[config.mk]
export PLATFORM = sky130hd
export DESIGN_NAME = sync_length_checksum_deframer_unit
export DESIGN_NICKNAME = d
export VERILOG_FILES = /design/src/rtl/slcd_pkg.sv /design/src/rtl/sync_length_checksum_deframer_unit.sv /design/src/rtl/slcd_cfg_regs.sv /design/src/rtl/slcd_parser.sv
export SDC_FILE = /design/constraint.sdc
export NUM_CORES = 1
export LEC_CHECK = 0
export BUFFER_PORTS_ARGS = -buffer_cell sky130_fd_sc_hd__clkbuf_2
export CAP_MARGIN = 5
export CORE_ASPECT_RATIO = 0.75
export CORE_MARGIN = 1.5
export CORE_UTILIZATION = 55
export DETAILED_ROUTE_END_ITERATION = 10
export PLACE_DENSITY = 0.73
export SLEW_MARGIN = 20
export SYNTH_ARGS = -nofsm -noshare
export SYNTH_HDL_FRONTEND = slang
export SYNTH_HIERARCHICAL = 1
export SYNTH_SLANG_ARGS = --single-unit
[constraint.sdc]
create_clock -name i_clk -period 11.85 [get_ports i_clk]
set_clock_uncertainty 0.05 [all_clocks]
set_input_delay 1.185 -clock i_clk [delete_from_list [all_inputs] [get_ports i_clk]]
set_output_delay 1.185 -clock i_clk [all_outputs]
set_load 0.1 [all_outputs]
[src/rtl/slcd_pkg.sv]
// slcd_pkg: shared types and codes for the sync/length/checksum deframer
// no dependencies; imported by slcd_cfg_regs, slcd_parser and the top level
package slcd_pkg;

    // register indexes of the configuration port
    localparam logic [1:0] REG_SYNC_VALUE = 2'd0;
    localparam logic [1:0] REG_MIN_LENGTH = 2'd1;
    localparam logic [1:0] REG_MAX_LENGTH = 2'd2;

    // register reset values
    localparam logic [7:0] SYNC_RESET    = 8'hAA;
    localparam logic [7:0] MIN_LEN_RESET = 8'd2;
    localparam logic [7:0] MAX_LEN_RESET = 8'd250;

    // parser phases
    localparam logic [1:0] PH_HUNT  = 2'd0;
    localparam logic [1:0] PH_SYNC2 = 2'd1;
    localparam logic [1:0] PH_LEN   = 2'd2;
    localparam logic [1:0] PH_BODY  = 2'd3;

    // classification codes of a result item
    localparam logic [2:0] K_NOISE    = 3'd0;
    localparam logic [2:0] K_SYNC1    = 3'd1;
    localparam logic [2:0] K_SYNC2    = 3'd2;
    localparam logic [2:0] K_MISMATCH = 3'd3;
    localparam logic [2:0] K_LEN_OK   = 3'd4;
    localparam logic [2:0] K_LEN_BAD  = 3'd5;
    localparam logic [2:0] K_BODY     = 3'd6;
    localparam logic [2:0] K_END      = 3'd7;

    // current register contents
    typedef struct packed {
        logic [7:0] sync_value;
        logic [7:0] min_length;
        logic [7:0] max_length;
    } t_cfg;

    // one result item
    typedef struct packed {
        logic [7:0] byte_out;
        logic [2:0] kind;
        logic       frame_good;
        logic [7:0] body_index;
        logic [7:0] frame_length;
    } t_result;

endpackage

[src/rtl/sync_length_checksum_deframer_unit.sv]
// sync_length_checksum_deframer_unit: top level, input and result registers
// depends on slcd_pkg, slcd_cfg_regs and slcd_parser
//
//  channel  | direction | handshake                    | payload
//  ---------+-----------+------------------------------+------------------------------------
//  in       | sink      | i_in_valid / o_in_stall      | i_byte_in
//  out      | source    | o_out_valid / i_out_stall    | o_byte_out, o_kind, o_frame_good,
//           |           |                              | o_body_index, o_frame_length
//  cfg      | sink      | i_cfg_valid / o_cfg_ready    | i_cfg_index, i_cfg_data
//
// one item per cycle sustained while the output does not stall; an accepted byte passes
// through the input register, then classify and checksum add into the result register
// reset is synchronous, active low, and brings the configuration registers to their defaults
// and the parser to hunting for the first sync byte
// a stall on the output holds the result register and backs up into the input
// register, which raises o_in_stall only when it holds an item that cannot move
module sync_length_checksum_deframer_unit (
    input  logic       i_clk,
    input  logic       i_rst_n,
    input  logic       i_in_valid,
    output logic       o_in_stall,
    input  logic [7:0] i_byte_in,
    output logic       o_out_valid,
    input  logic       i_out_stall,
    output logic [7:0] o_byte_out,
    output logic [2:0] o_kind,
    output logic       o_frame_good,
    output logic [7:0] o_body_index,
    output logic [7:0] o_frame_length,
    input  logic       i_cfg_valid,
    output logic       o_cfg_ready,
    input  logic [1:0] i_cfg_index,
    input  logic [7:0] i_cfg_data
);
    import slcd_pkg::*;

    t_cfg       cfg;
    t_result    result;

    logic       r_in_valid;
    logic [7:0] r_in_byte;
    logic       r_out_valid;
    t_result    r_out;

    logic       out_free;
    logic       advance;
    logic       in_take;

    assign o_cfg_ready = 1'b1;

    // configuration registers
    slcd_cfg_regs u_cfg (
        .i_clk       (i_clk),
        .i_rst_n     (i_rst_n),
        .i_cfg_valid (i_cfg_valid),
        .i_cfg_index (i_cfg_index),
        .i_cfg_data  (i_cfg_data),
        .o_cfg       (cfg)
    );

    // pipeline flow control
    assign out_free   = !r_out_valid || !i_out_stall;
    assign advance    = r_in_valid && out_free;
    assign o_in_stall = r_in_valid && !out_free;
    assign in_take    = i_in_valid && !o_in_stall;

    // input register
    always_ff @(posedge i_clk) begin
        if (!i_rst_n) begin
            r_in_valid <= 1'b0;
        end else if (!o_in_stall) begin
            r_in_valid <= i_in_valid;
        end
    end

    always_ff @(posedge i_clk) begin
        if (in_take) begin
            r_in_byte <= i_byte_in;
        end
    end

    // frame parser
    slcd_parser u_parser (
        .i_clk     (i_clk),
        .i_rst_n   (i_rst_n),
        .i_cfg     (cfg),
        .i_advance (advance),
        .i_byte    (r_in_byte),
        .o_result  (result)
    );

    // result register
    always_ff @(posedge i_clk) begin
        if (!i_rst_n) begin
            r_out_valid <= 1'b0;
        end else if (out_free) begin
            r_out_valid <= r_in_valid;
        end
    end

    always_ff @(posedge i_clk) begin
        if (advance) begin
            r_out <= result;
        end
    end

    assign o_out_valid    = r_out_valid;
    assign o_byte_out     = r_out.byte_out;
    assign o_kind         = r_out.kind;
    assign o_frame_good   = r_out.frame_good;
    assign o_body_index   = r_out.body_index;
    assign o_frame_length = r_out.frame_length;

endmodule

[src/rtl/slcd_cfg_regs.sv]
// slcd_cfg_regs: sync value and length limit registers
// depends on slcd_pkg
module slcd_cfg_regs (
    input  logic               i_clk,
    input  logic               i_rst_n,
    input  logic               i_cfg_valid,
    input  logic [1:0]         i_cfg_index,
    input  logic [7:0]         i_cfg_data,
    output slcd_pkg::t_cfg     o_cfg
);
    import slcd_pkg::*;

    t_cfg r_cfg;

    // register writes, unknown indexes ignored
    always_ff @(posedge i_clk) begin
        if (!i_rst_n) begin
            r_cfg.sync_value <= SYNC_RESET;
            r_cfg.min_length <= MIN_LEN_RESET;
            r_cfg.max_length <= MAX_LEN_RESET;
        end else if (i_cfg_valid) begin
            case (i_cfg_index)
                REG_SYNC_VALUE: r_cfg.sync_value <= i_cfg_data;
                REG_MIN_LENGTH: r_cfg.min_length <= i_cfg_data;
                REG_MAX_LENGTH: r_cfg.max_length <= i_cfg_data;
                default: ;
            endcase
        end
    end

    assign o_cfg = r_cfg;

endmodule

[src/rtl/slcd_parser.sv]
// slcd_parser: frame state machine, running checksum and byte classification
// depends on slcd_pkg
module slcd_parser (
    input  logic                i_clk,
    input  logic                i_rst_n,
    input  slcd_pkg::t_cfg      i_cfg,
    input  logic                i_advance,
    input  logic [7:0]          i_byte,
    output slcd_pkg::t_result   o_result
);
    import slcd_pkg::*;

    logic [1:0] r_phase;
    logic [7:0] r_sum;
    logic [8:0] r_count;
    logic [7:0] r_len;

    logic [1:0] n_phase;
    logic [7:0] n_sum;
    logic [8:0] n_count;
    logic [7:0] n_len;

    logic       sync_hit;
    logic       len_ok;
    logic [7:0] body_sum;
    logic [8:0] body_next;
    logic       body_last;

    assign sync_hit  = (i_byte == i_cfg.sync_value);
    assign len_ok    = (i_byte >= i_cfg.min_length) && (i_byte <= i_cfg.max_length);
    assign body_sum  = r_sum + i_byte;
    assign body_next = r_count + 9'd1;
    assign body_last = (body_next == ({1'b0, r_len} + 9'd1));

    // next state and classification of the byte in the input register
    always_comb begin
        n_phase = r_phase;
        n_sum   = r_sum;
        n_count = r_count;
        n_len   = r_len;
        o_result.byte_out     = i_byte;
        o_result.kind         = K_NOISE;
        o_result.frame_good   = 1'b0;
        o_result.body_index   = 8'd0;
        o_result.frame_length = 8'd0;
        case (r_phase)
            PH_HUNT: begin
                if (sync_hit) begin
                    o_result.kind = K_SYNC1;
                    n_phase       = PH_SYNC2;
                end
            end
            PH_SYNC2: begin
                if (sync_hit) begin
                    o_result.kind = K_SYNC2;
                    n_phase       = PH_LEN;
                end else begin
                    o_result.kind = K_MISMATCH;
                    n_phase       = PH_HUNT;
                end
            end
            PH_LEN: begin
                o_result.frame_length = i_byte;
                if (len_ok) begin
                    o_result.kind = K_LEN_OK;
                    n_len         = i_byte;
                    n_sum         = 8'd0;
                    n_count       = 9'd0;
                    n_phase       = PH_BODY;
                end else begin
                    o_result.kind = K_LEN_BAD;
                    n_phase       = PH_HUNT;
                end
            end
            PH_BODY: begin
                n_sum                 = body_sum;
                n_count               = body_next;
                o_result.body_index   = r_count[7:0];
                o_result.frame_length = r_len;
                if (body_last) begin
                    o_result.kind       = K_END;
                    o_result.frame_good = (body_sum == 8'd0);
                    n_phase             = PH_HUNT;
                end else begin
                    o_result.kind = K_BODY;
                end
            end
            default: n_phase = PH_HUNT;
        endcase
    end

    // state moves only when the item passes to the result register
    always_ff @(posedge i_clk) begin
        if (!i_rst_n) begin
            r_phase <= PH_HUNT;
            r_sum   <= 8'd0;
            r_count <= 9'd0;
            r_len   <= 8'd0;
        end else if (i_advance) begin
            r_phase <= n_phase;
            r_sum   <= n_sum;
            r_count <= n_count;
            r_len   <= n_len;
        end
    end

endmodule
Yosys cells after proc, flatten, opt, wreduce, memory -nomap -nowiden
Index checks and enable logic that the tools add are counted.
W data, S select, Z words.
{"block": "totals", "regBits": 89, "in_bits": 23, "output_inout_bits": 31, "elab_cells": 65}
{"block": "classes", "addsub": 3, "magnitude_cmp": 2, "eq_ne": 10, "n_mux": 15, "n_reduce_logical": 20}
{"operator": "$pmux W8 S2", "n": 2}
{"operator": "$pmux W9 S2", "n": 1}
{"operator": "$pmux W3 S4", "n": 1}
{"operator": "$add A8 B1 Y9 const B", "n": 1}
{"operator": "$add A9 B1 Y9 const B", "n": 1}
{"operator": "$eq A9 B9 Y1", "n": 1}
{"operator": "$mux W9", "n": 1}
{"operator": "$reduce_and A3 Y1", "n": 3}
{"operator": "$add A8 B8 Y8", "n": 1}
{"operator": "$eq A8 B8 Y1", "n": 1}
{"operator": "$ge A8 B8 Y1", "n": 1}
{"operator": "$le A8 B8 Y1", "n": 1}
{"operator": "$logic_not A8 Y1", "n": 1}
{"operator": "$mux W2", "n": 4}
{"operator": "$mux W8", "n": 1}
{"operator": "$pmux W2 S4", "n": 1}
{"operator": "$reduce_and A2 Y1", "n": 4}
{"operator": "$eq A2 B2 Y1 const B", "n": 3}
{"operator": "$ne A2 B1 Y1 const B", "n": 3}
{"operator": "$eq A2 B1 Y1 const B", "n": 2}
{"operator": "$logic_and A1 B1 Y1", "n": 4}
{"operator": "$logic_not A1 Y1", "n": 4}
{"operator": "$logic_not A2 Y1", "n": 2}
{"operator": "$mux W1", "n": 4}
{"operator": "2 further kinds", "n": 2}

Longest topological paths before layout
Gate-level depths: netlist of the first run.
{"block": "logic_depth", "ltp_word": 6, "depth_mapped": 10, "depth_no_buf": 9}

Modules after synthesis
Netlist of the first run, hierarchy kept.
{"module": "slcd_parser", "instances": 1, "cells_per_inst": 320, "area_each_um2": 2552.4, "seq_area_each_um2": 540.5}
{"module": "sync_length_checksum_deframer_unit", "instances": 1, "cells_per_inst": 46, "area_each_um2": 1176.1, "seq_area_each_um2": 1121.1}
{"module": "slcd_cfg_regs", "instances": 1, "cells_per_inst": 96, "area_each_um2": 965.9, "seq_area_each_um2": 480.5}

Worst setup path after synthesis of the first run
Ideal clock, no wire load.
{"block": "synth_timing", "path_type": "input port to flip-flop", "startpoint": "in i_out_stall", "endpoint": "reg u_parser.r_len[1]", "setup_ps": 128, "t_arrival_ps": 4796, "required_time_ps": 11672, "path_slack_ps": 6877, "path_stages": 5, "path_buffers": 0, "path_cell_list": "a21boi_0 > nand2_1 > nor4_4 > mux2i_1 > nor2_1"}
{"block": "synth_via", "elab_chain_len": 4}
{"element": "from (decl)", "line_no": "sync_length_checksum_deframer_unit.sv:24", "rtl": "input logic i_out_stall,"}
{"element": "$logic_not A1 Y1", "line_no": "sync_length_checksum_deframer_unit.sv:62", "rtl": "assign out_free = !r_out_valid || !i_out_stall;"}
{"element": "$logic_or A1 B1 Y1", "line_no": "sync_length_checksum_deframer_unit.sv:62"}
{"element": "$logic_and A1 B1 Y1", "line_no": "sync_length_checksum_deframer_unit.sv:63", "rtl": "assign advance = r_in_valid && out_free;"}
{"element": "$reduce_and A3 Y1 (no source line)"}
{"element": "to (signal assigned)", "line_no": "slcd_parser.sv:103", "rtl": "r_len <= n_len;"}
{"element": "to (decl)", "line_no": "slcd_parser.sv:16", "rtl": "logic [7:0] r_len;"}
Every way passes these cells.
A chain may end at the register's enable or synchronous reset.

Worst setup path in the final report of the first run
{"block": "layout_timing", "startpoint": "in i_out_stall", "endpoint": "out o_in_stall"}
{"block": "layout_via", "elab_chain_len": 4}
{"element": "$logic_not A1 Y1", "line_no": "sync_length_checksum_deframer_unit.sv:62"}
{"element": "$logic_or A1 B1 Y1", "line_no": "sync_length_checksum_deframer_unit.sv:62"}
{"element": "$logic_not A1 Y1", "line_no": "sync_length_checksum_deframer_unit.sv:64", "rtl": "assign o_in_stall = r_in_valid && !out_free;"}
{"element": "$logic_and A1 B1 Y1", "line_no": "sync_length_checksum_deframer_unit.sv:64"}
{"element": "to (decl)", "line_no": "sync_length_checksum_deframer_unit.sv:21", "rtl": "output logic o_in_stall,"}
Every way passes these cells.

==> results of run 1 <==
sequential cells by signal, summed over array words and instances, names as in the netlist:
| name | flops |
|---|---|
| r_in_byte | 8 |
| o_out_valid | 1 |
| o_byte_out | 8 |
| u_parser/r_count | 9 |
| u_cfg/o_cfg | 24 |
| o_frame_good | 1 |
| o_kind | 3 |
| r_in_valid | 1 |
| u_parser/r_sum | 8 |
| u_parser/r_phase | 2 |
| u_parser/r_len | 8 |
| o_body_index | 8 |
| o_frame_length | 8 |
per-layer routing:
| metal | GRT usage [%] | routed length [um] | vias up |
|---|---|---|---|
| li1 | - | - | 1673 |
| met1 | 31.9 | 4730 | 1590 |
| met2 | 33.7 | 4330 | 96 |
| met3 | 5.73 | 643 | 9 |
| met4 | 7.56 | 114 | 0 |
| met5 | 0 | 0 | - |
critical path: stages:
cell      delay, ps
clkbuf_2        130
and3_4          200
clkbuf_2        450
how the worst max path moves through the flow:
stage / slack, ps / endpoint / startpoint / depth (start not counted)
after floorplan: 6880 / u_parser/r_len[1] / i_out_stall / 5
after global placement: 8650 / o_in_stall / i_out_stall / 3
after detailed placement: 8610 / u_parser/r_len[1] / i_out_stall / 7
after CTS: 8640 / o_in_stall / i_out_stall / 3
after global routing: 8600 / o_in_stall / i_out_stall / 3
final: 8640 / o_in_stall / i_out_stall / 3
final cells by class:
cell class	count	area, um^2	area share, %
clock buffers	13	240	4.61
inverters	24	90.1	1.73
well taps	105	131	2.52
multi-input cells	317	2290	44.0
clock inverters	3	41.3	0.792
flip-flops and latches	89	2140	41.1
repair buffers	54	275	5.28
cells in the final DEF, fill, tap and decap left out, types with 9 or more instances in the layout:
cell type / count
a21oi_1: 14
and3_1: 9
clkbuf_16: 9
clkbuf_2: 52
dfxtp_1: 52
edfxtp_1: 36
ha_1: 25
inv_1: 23
mux2i_1: 43
nand2_1: 53
nand3_1: 10
nor2_1: 31
nor2b_1: 16
xnor2_1: 32
cell families (layout without fill, tap and decap cells):
logic type,Yosys count,after routing
and+or+nand+nor,149,149
other,1,1
adders and majority gates,26,26
AOI/OAI and AO/OA,60,60
muxes,43,43
buffers and inverters,56,94
DFF,89,89
xor gates and xnor gates,38,38
power by group through the flow:
stage                     Sequential, mW  Clock (mW)  Combinational, mW
after floorplan                    0.369           0             0.0335
after global placement             0.342           0             0.0742
after detailed placement           0.342           0             0.0759
after CTS                          0.336       0.278             0.0766
after global routing               0.337       0.292             0.0817
final                              0.336       0.274             0.0767
==> impl_metrics.py, run 1 <==
metrics = {
    "critical_path": {
        "r2r_start": "r_in_byte[0]",
        "r2r_slack_ps": 8990,
        "rr_endpoint": "o_frame_good",
        "worst_ep_arrival_time_ps": 1970,
        "required_ps": 10620,
        "critPathKind": "in -> out",
        "critical_path.max_fanout": 3,
        "r2r_cells": 5,
        "crit_path_start_kind": "input port",
        "crit_path_end_kind": "output port",
    },
    "timing": {
        "hold_viol_final": 0,
        "fmax_mhz": 312,
        "slew_violations": 0,
        "finalSetupViolations": 0,
        "rsz0062_at_grt": "false",
        "fin_crit_sh_pct": 27.1,
        "maxSlewHeadroom_pct": 53.6,
        "worst_slack_ps": 8640,
        "hold_slack_ps": 410,
        "worstMarginPinSlew_ps": 692,
        "period_needed_ps": 3210,
        "finalSetupTns_ps": 0,
    },
    "global_routing": {
        "grt_max_degree": 56,
        "antenna_found_initial": 0,
        "grt_pass1_wl_um": 15700,
        "grt-ovfl-total": 0,
        "grt_pass1_vias": 3221,
        "grt_use_total_pct": 22.6,
    },
    "clock_network": {
        "cts_tree": "done",
        "insertion_delay_ps": 340,
        "holdBufCountCts": 0,
        "numCtsBuffers": 9,
        "cts_resized": 0,
        "cts.clk_slew.worst_paths_ps": 60,
        "clockBufferDepth": 2,
        "htree_levels": 3,
        "cts.sink_count": 89,
        "root_buffer": "clkbuf_16",
        "post_cts_buffers": 0,
    },
    "synthesis": {
        "synth_edf_count": 36,
        "synthesis.nets": 511,
        "synth_top_family_by_area": "simple AND/OR/NAND/NOR gates",
        "synthCells": 462,
        "yosys-top-cells-area": "edfxtp_1 (23%), dfxtp_1 (23%), mux2i_1 (9.2%)",
        "synth-simple-area-share_pct": 16.2,
        "yosysUniqueCellTypes": 58,
        "ys_seq_area_share_pct": 45.6,
        "synthAdderAreaFrac_pct": 7.09,
        "ys_seq_elements": 89,
        "ys_warn_count": 6,
        "synth-xor-area-share_pct": 7.09,
        "async_flop_share_pct": 0,
        "yosys.area.top_type": "edfxtp_1",
        "ys.flop_type": "dfxtp_1",
        "syn_avg_cell_area_um2": 10.2,
        "synth_compound_area_share_pct": 8.93,
        "synthTopCellsByCount": "dfxtp_1 (53), nand2_1 (53), mux2i_1 (43), edfxtp_1 (36), xnor2_1 (32)",
        "yosysTopAreaCellShare_pct": 23.0,
        "synth.mux.area_fraction_pct": 9.17,
        "syn_area_um2": 4690,
    },
    "power": {
        "internal_power_mw": 0.511,
        "pwr-share-comb_pct": 11.2,
        "power_frac_clock_pct": 39.9,
        "p_seq_share_pct": 48.9,
        "power.leakage_nw": 2.09,
        "finalPower_mw": 0.687,
        "p_sw_share_pct": 25.6,
        "vdd_ir_drop_max_mv": 0.134,
        "power_density_nw_per_um2": 132,
        "power_switching_mw": 0.176,
    },
    "worst_hold_path": {
        "min_path_type": "reg -> reg",
        "hold-path-cell-count": 2,
        "hold_end": "u_cfg/o_cfg[10]",
        "min_from": "u_cfg/o_cfg[10]",
    },
    "placed_design": {
        "place.gp.congestion": 0.852,
        "pre_cts_slack_ps": 8610,
        "dpl.cell_count": 589,
        "place_area_um2": 4930,
        "numPortBuffers": 52,
        "dpl.hpwl_um": 6780,
    },
    "run_status": {
        "outcome": "finished clean",
    },
    "floorplan": {
        "num_io_pins": 54,
        "start_util_pct": 58.0,
        "design.die.area_um2": 9100,
        "die_w_um": 110,
        "core_um2": 8090,
        "rows": 28,
        "dieHeight_um": 83.0,
    },
    "drt": {
        "drt-pass1-iter-count": 4,
        "first_iter_violations": 152,
        "wl_per_cell_um": 16.2,
        "ant_nets": 0,
        "vias_per_cell": 5.57,
        "routed_wl_um": 9810,
        "drc": 0,
        "vias": 3368,
    },
    "finish": {
        "fill_cells": 650,
        "area_growth_pct": 11.0,
        "fin_area_um2": 5210,
        "fin_nets": 544,
        "final_util_pct": 64.4,
        "n_antenna_cell": 0,
        "layout-drive-gt1-share_pct": 15.4,
        "finish.cell_count_without_fillers": 605,
    },
    "job": {
        "maxCapViolCount": 0,
    },
}
(Power assumes the default switching activity.)
==> run 2, diff against run 1 <==
==> constraint.sdc (replaced) <==
create_clock -name i_clk -period 3.2 [get_ports i_clk]
set_clock_uncertainty 0.05 [all_clocks]
set_input_delay 0.32 -clock i_clk [delete_from_list [all_inputs] [get_ports i_clk]]
set_output_delay 0.32 -clock i_clk [all_outputs]
set_load 0.1 [all_outputs]
==> run 2 against run 1 <==
Global-route usage is 0.60 points higher. Utilization hardly changed. Largest power group unchanged. Highest routed layer unchanged. First-iteration DRC count is 48% higher. Worst setup slack worse by 8200 ps. Flip-flop and latch count stayed put.
==> impl_metrics.py, run 2 (synthesis gave the netlist of run 1 again) <==
metrics = {
    "drt": {
        "wl_per_cell_um": 16.3,
        "routed_wl_um": 9870,
        "drc": 0,
        "first_iter_violations": 225,
        "drt-pass1-iter-count": 4,
        "vias_per_cell": 5.62,
        "vias": 3410,
        "ant_nets": 0,
    },
    "global_routing": {
        "busiest_layer": "met2",
        "antenna_found_initial": 0,
        "grt-ovfl-total": 0,
        "grt_pass1_vias": 3249,
        "grt_pass1_wl_um": 16300,
        "use_met1_pct": 33.9,
        "grt_max_degree": 55,
        "grt_use_total_pct": 23.2,
        "grt_util_met2_pct": 34.5,
        "gr-usage-met3_pct": 5.49,
    },
    "power": {
        "power_density_nw_per_um2": 473,
        "vdd_ir_drop_max_mv": 0.328,
        "power.leakage_nw": 2.09,
    },
    "clock_network": {
        "numCtsBuffers": 9,
        "cts_resized": 0,
        "post_cts_buffers": 0,
        "holdBufCountCts": 0,
        "clockBufferDepth": 2,
        "insertion_delay_ps": 330,
        "root_buffer": "clkbuf_16",
        "cts.sink_count": 89,
        "cts.clk_slew.worst_paths_ps": 60,
        "cts_tree": "done",
        "htree_levels": 3,
    },
    "floorplan": {
        "rows": 28,
        "core_um2": 8090,
        "die_w_um": 110,
        "dieHeight_um": 83.0,
        "start_util_pct": 58.0,
        "num_io_pins": 54,
        "design.die.area_um2": 9100,
    },
    "critical_path": {
        "crit_chain": "ha_1 > fa_1 > xor2_1 > or4_1 > or4_1 > nor4b_2",
        "critPathKind": "reg -> reg",
        "slowest_stage": "or4_1",
        "crit_path_end_kind": "register",
        "slowest_delay_ps": 530,
        "worst_ep_arrival_time_ps": 2880,
        "cp_common_cell": "or4_1",
        "required_ps": 3310,
        "crit_path_start_kind": "register",
        "critical_path.max_fanout": 6,
    },
    "finish": {
        "layout_common_cells": "dfxtp_1 (53), nand2_1 (53), clkbuf_2 (52)",
        "area_growth_pct": 11.0,
        "fill_cells": 652,
        "multi_input_area_um2": 2290,
        "layout-drive-gt1-share_pct": 16.1,
        "seqCellArea_um2": 2140,
        "fin_nets": 546,
        "largest_register_ffs": 24,
        "fin_area_um2": 5210,
        "n_antenna_cell": 0,
    },
    "placed_design": {
        "pre_cts_slack_ps": 466,
        "place.gp.congestion": 0.880,
        "dpl.hpwl_um": 7100,
        "place_area_um2": 4940,
        "numPortBuffers": 52,
    },
    "run_status": {
        "outcome": "finished clean",
    },
    "timing": {
        "hold_viol_final": 0,
        "maxSlewHeadroom_pct": 50.0,
        "worst_slack_ps": 440,
        "rsz0062_at_grt": "false",
        "finalSetupViolations": 0,
        "finalSetupTns_ps": 0,
        "fmax_mhz": 362,
        "period_needed_ps": 2760,
        "worstMarginPinSlew_ps": 745,
        "fin_crit_sh_pct": 86.3,
        "slew_violations": 0,
    },
    "job": {
        "maxCapViolCount": 0,
    },
    "worst_hold_path": {
        "min_path_type": "in -> reg",
    },
}
## run 2: changes by cell type in the layout (fill, tap and decap cells not counted)
cell        before  now
dfxtp_1         52   53
dfxtp_2          1    0
buf_4            2    4
clkinv_2         0    2
clkinvlp_4       1    2
clkinv_1         2    1
clkinv_4         0    1
clkbuf_1         4    2
bufinv_16        1    0
## run 2: worst max-delay path: cells and delay by family (launching register included)
kind / cells / cell delay (ps)
XOR/XNOR: 1 / 190
adder cells (fa/ha/maj): 2 / 700
flip-flops: 1 / 500
AND/OR/NAND/NOR: 3 / 1150
## run 2: stage by stage
step | std cells | utilization, % | power (mW) | hold slack (ps)
floorplan | 462 | - | 1.49 | 369
global placement | 591 | 61.1 | 1.54 | 391
detailed placement | 591 | 61.1 | 1.55 | 404
CTS | 607 | 64.4 | 2.49 | 94.7
global route | 607 | 64.4 | 2.56 | 94.1
finish | 607 | 64.4 | 2.47 | 106
## run 2: worst paths after layout
path                           from                end  slack [ps]  depth (start not counted)
setup / recovery       r_in_byte[0]       o_frame_good         440                          6
hold / removal         i_byte_in[5]       r_in_byte[5]         110                          1
setup reg to reg       r_in_byte[0]       o_frame_good         440                          6
hold reg to reg   u_parser/r_sum[4]  u_parser/r_sum[4]         410                          2
## run 2: final cells by class
| type | instances | area share, % |
|---|---|---|
| multi-input cells | 317 | 44.0 |
| flip-flops and latches | 89 | 41.1 |
| repair buffers | 56 | 5.57 |
| clock buffers | 11 | 4.47 |
| well taps | 105 | 2.52 |
| inverters | 24 | 1.73 |
| clock inverters | 5 | 0.648 |
## run 2: routing by layer
| metal | up-vias | wire (um) |
|---|---|---|
| met5 | - | 0 |
| met4 | 0 | 85 |
| met3 | 8 | 761 |
| met2 | 104 | 4370 |
| met1 | 1620 | 4650 |
| li1 | 1678 | - |
## run 2: power breakdown
| part | leakage (nW) | switching, mW | internal, mW | total (mW) |
|---|---|---|---|---|
| clock network | 0.126 | 0.415 | 0.525 | 0.940 |
| logic | 1.19 | 0.209 | 0.0751 | 0.284 |
| registers | 0.772 | 0.0298 | 1.21 | 1.24 |
| total | 2.09 | 0.653 | 1.81 | 2.47 |
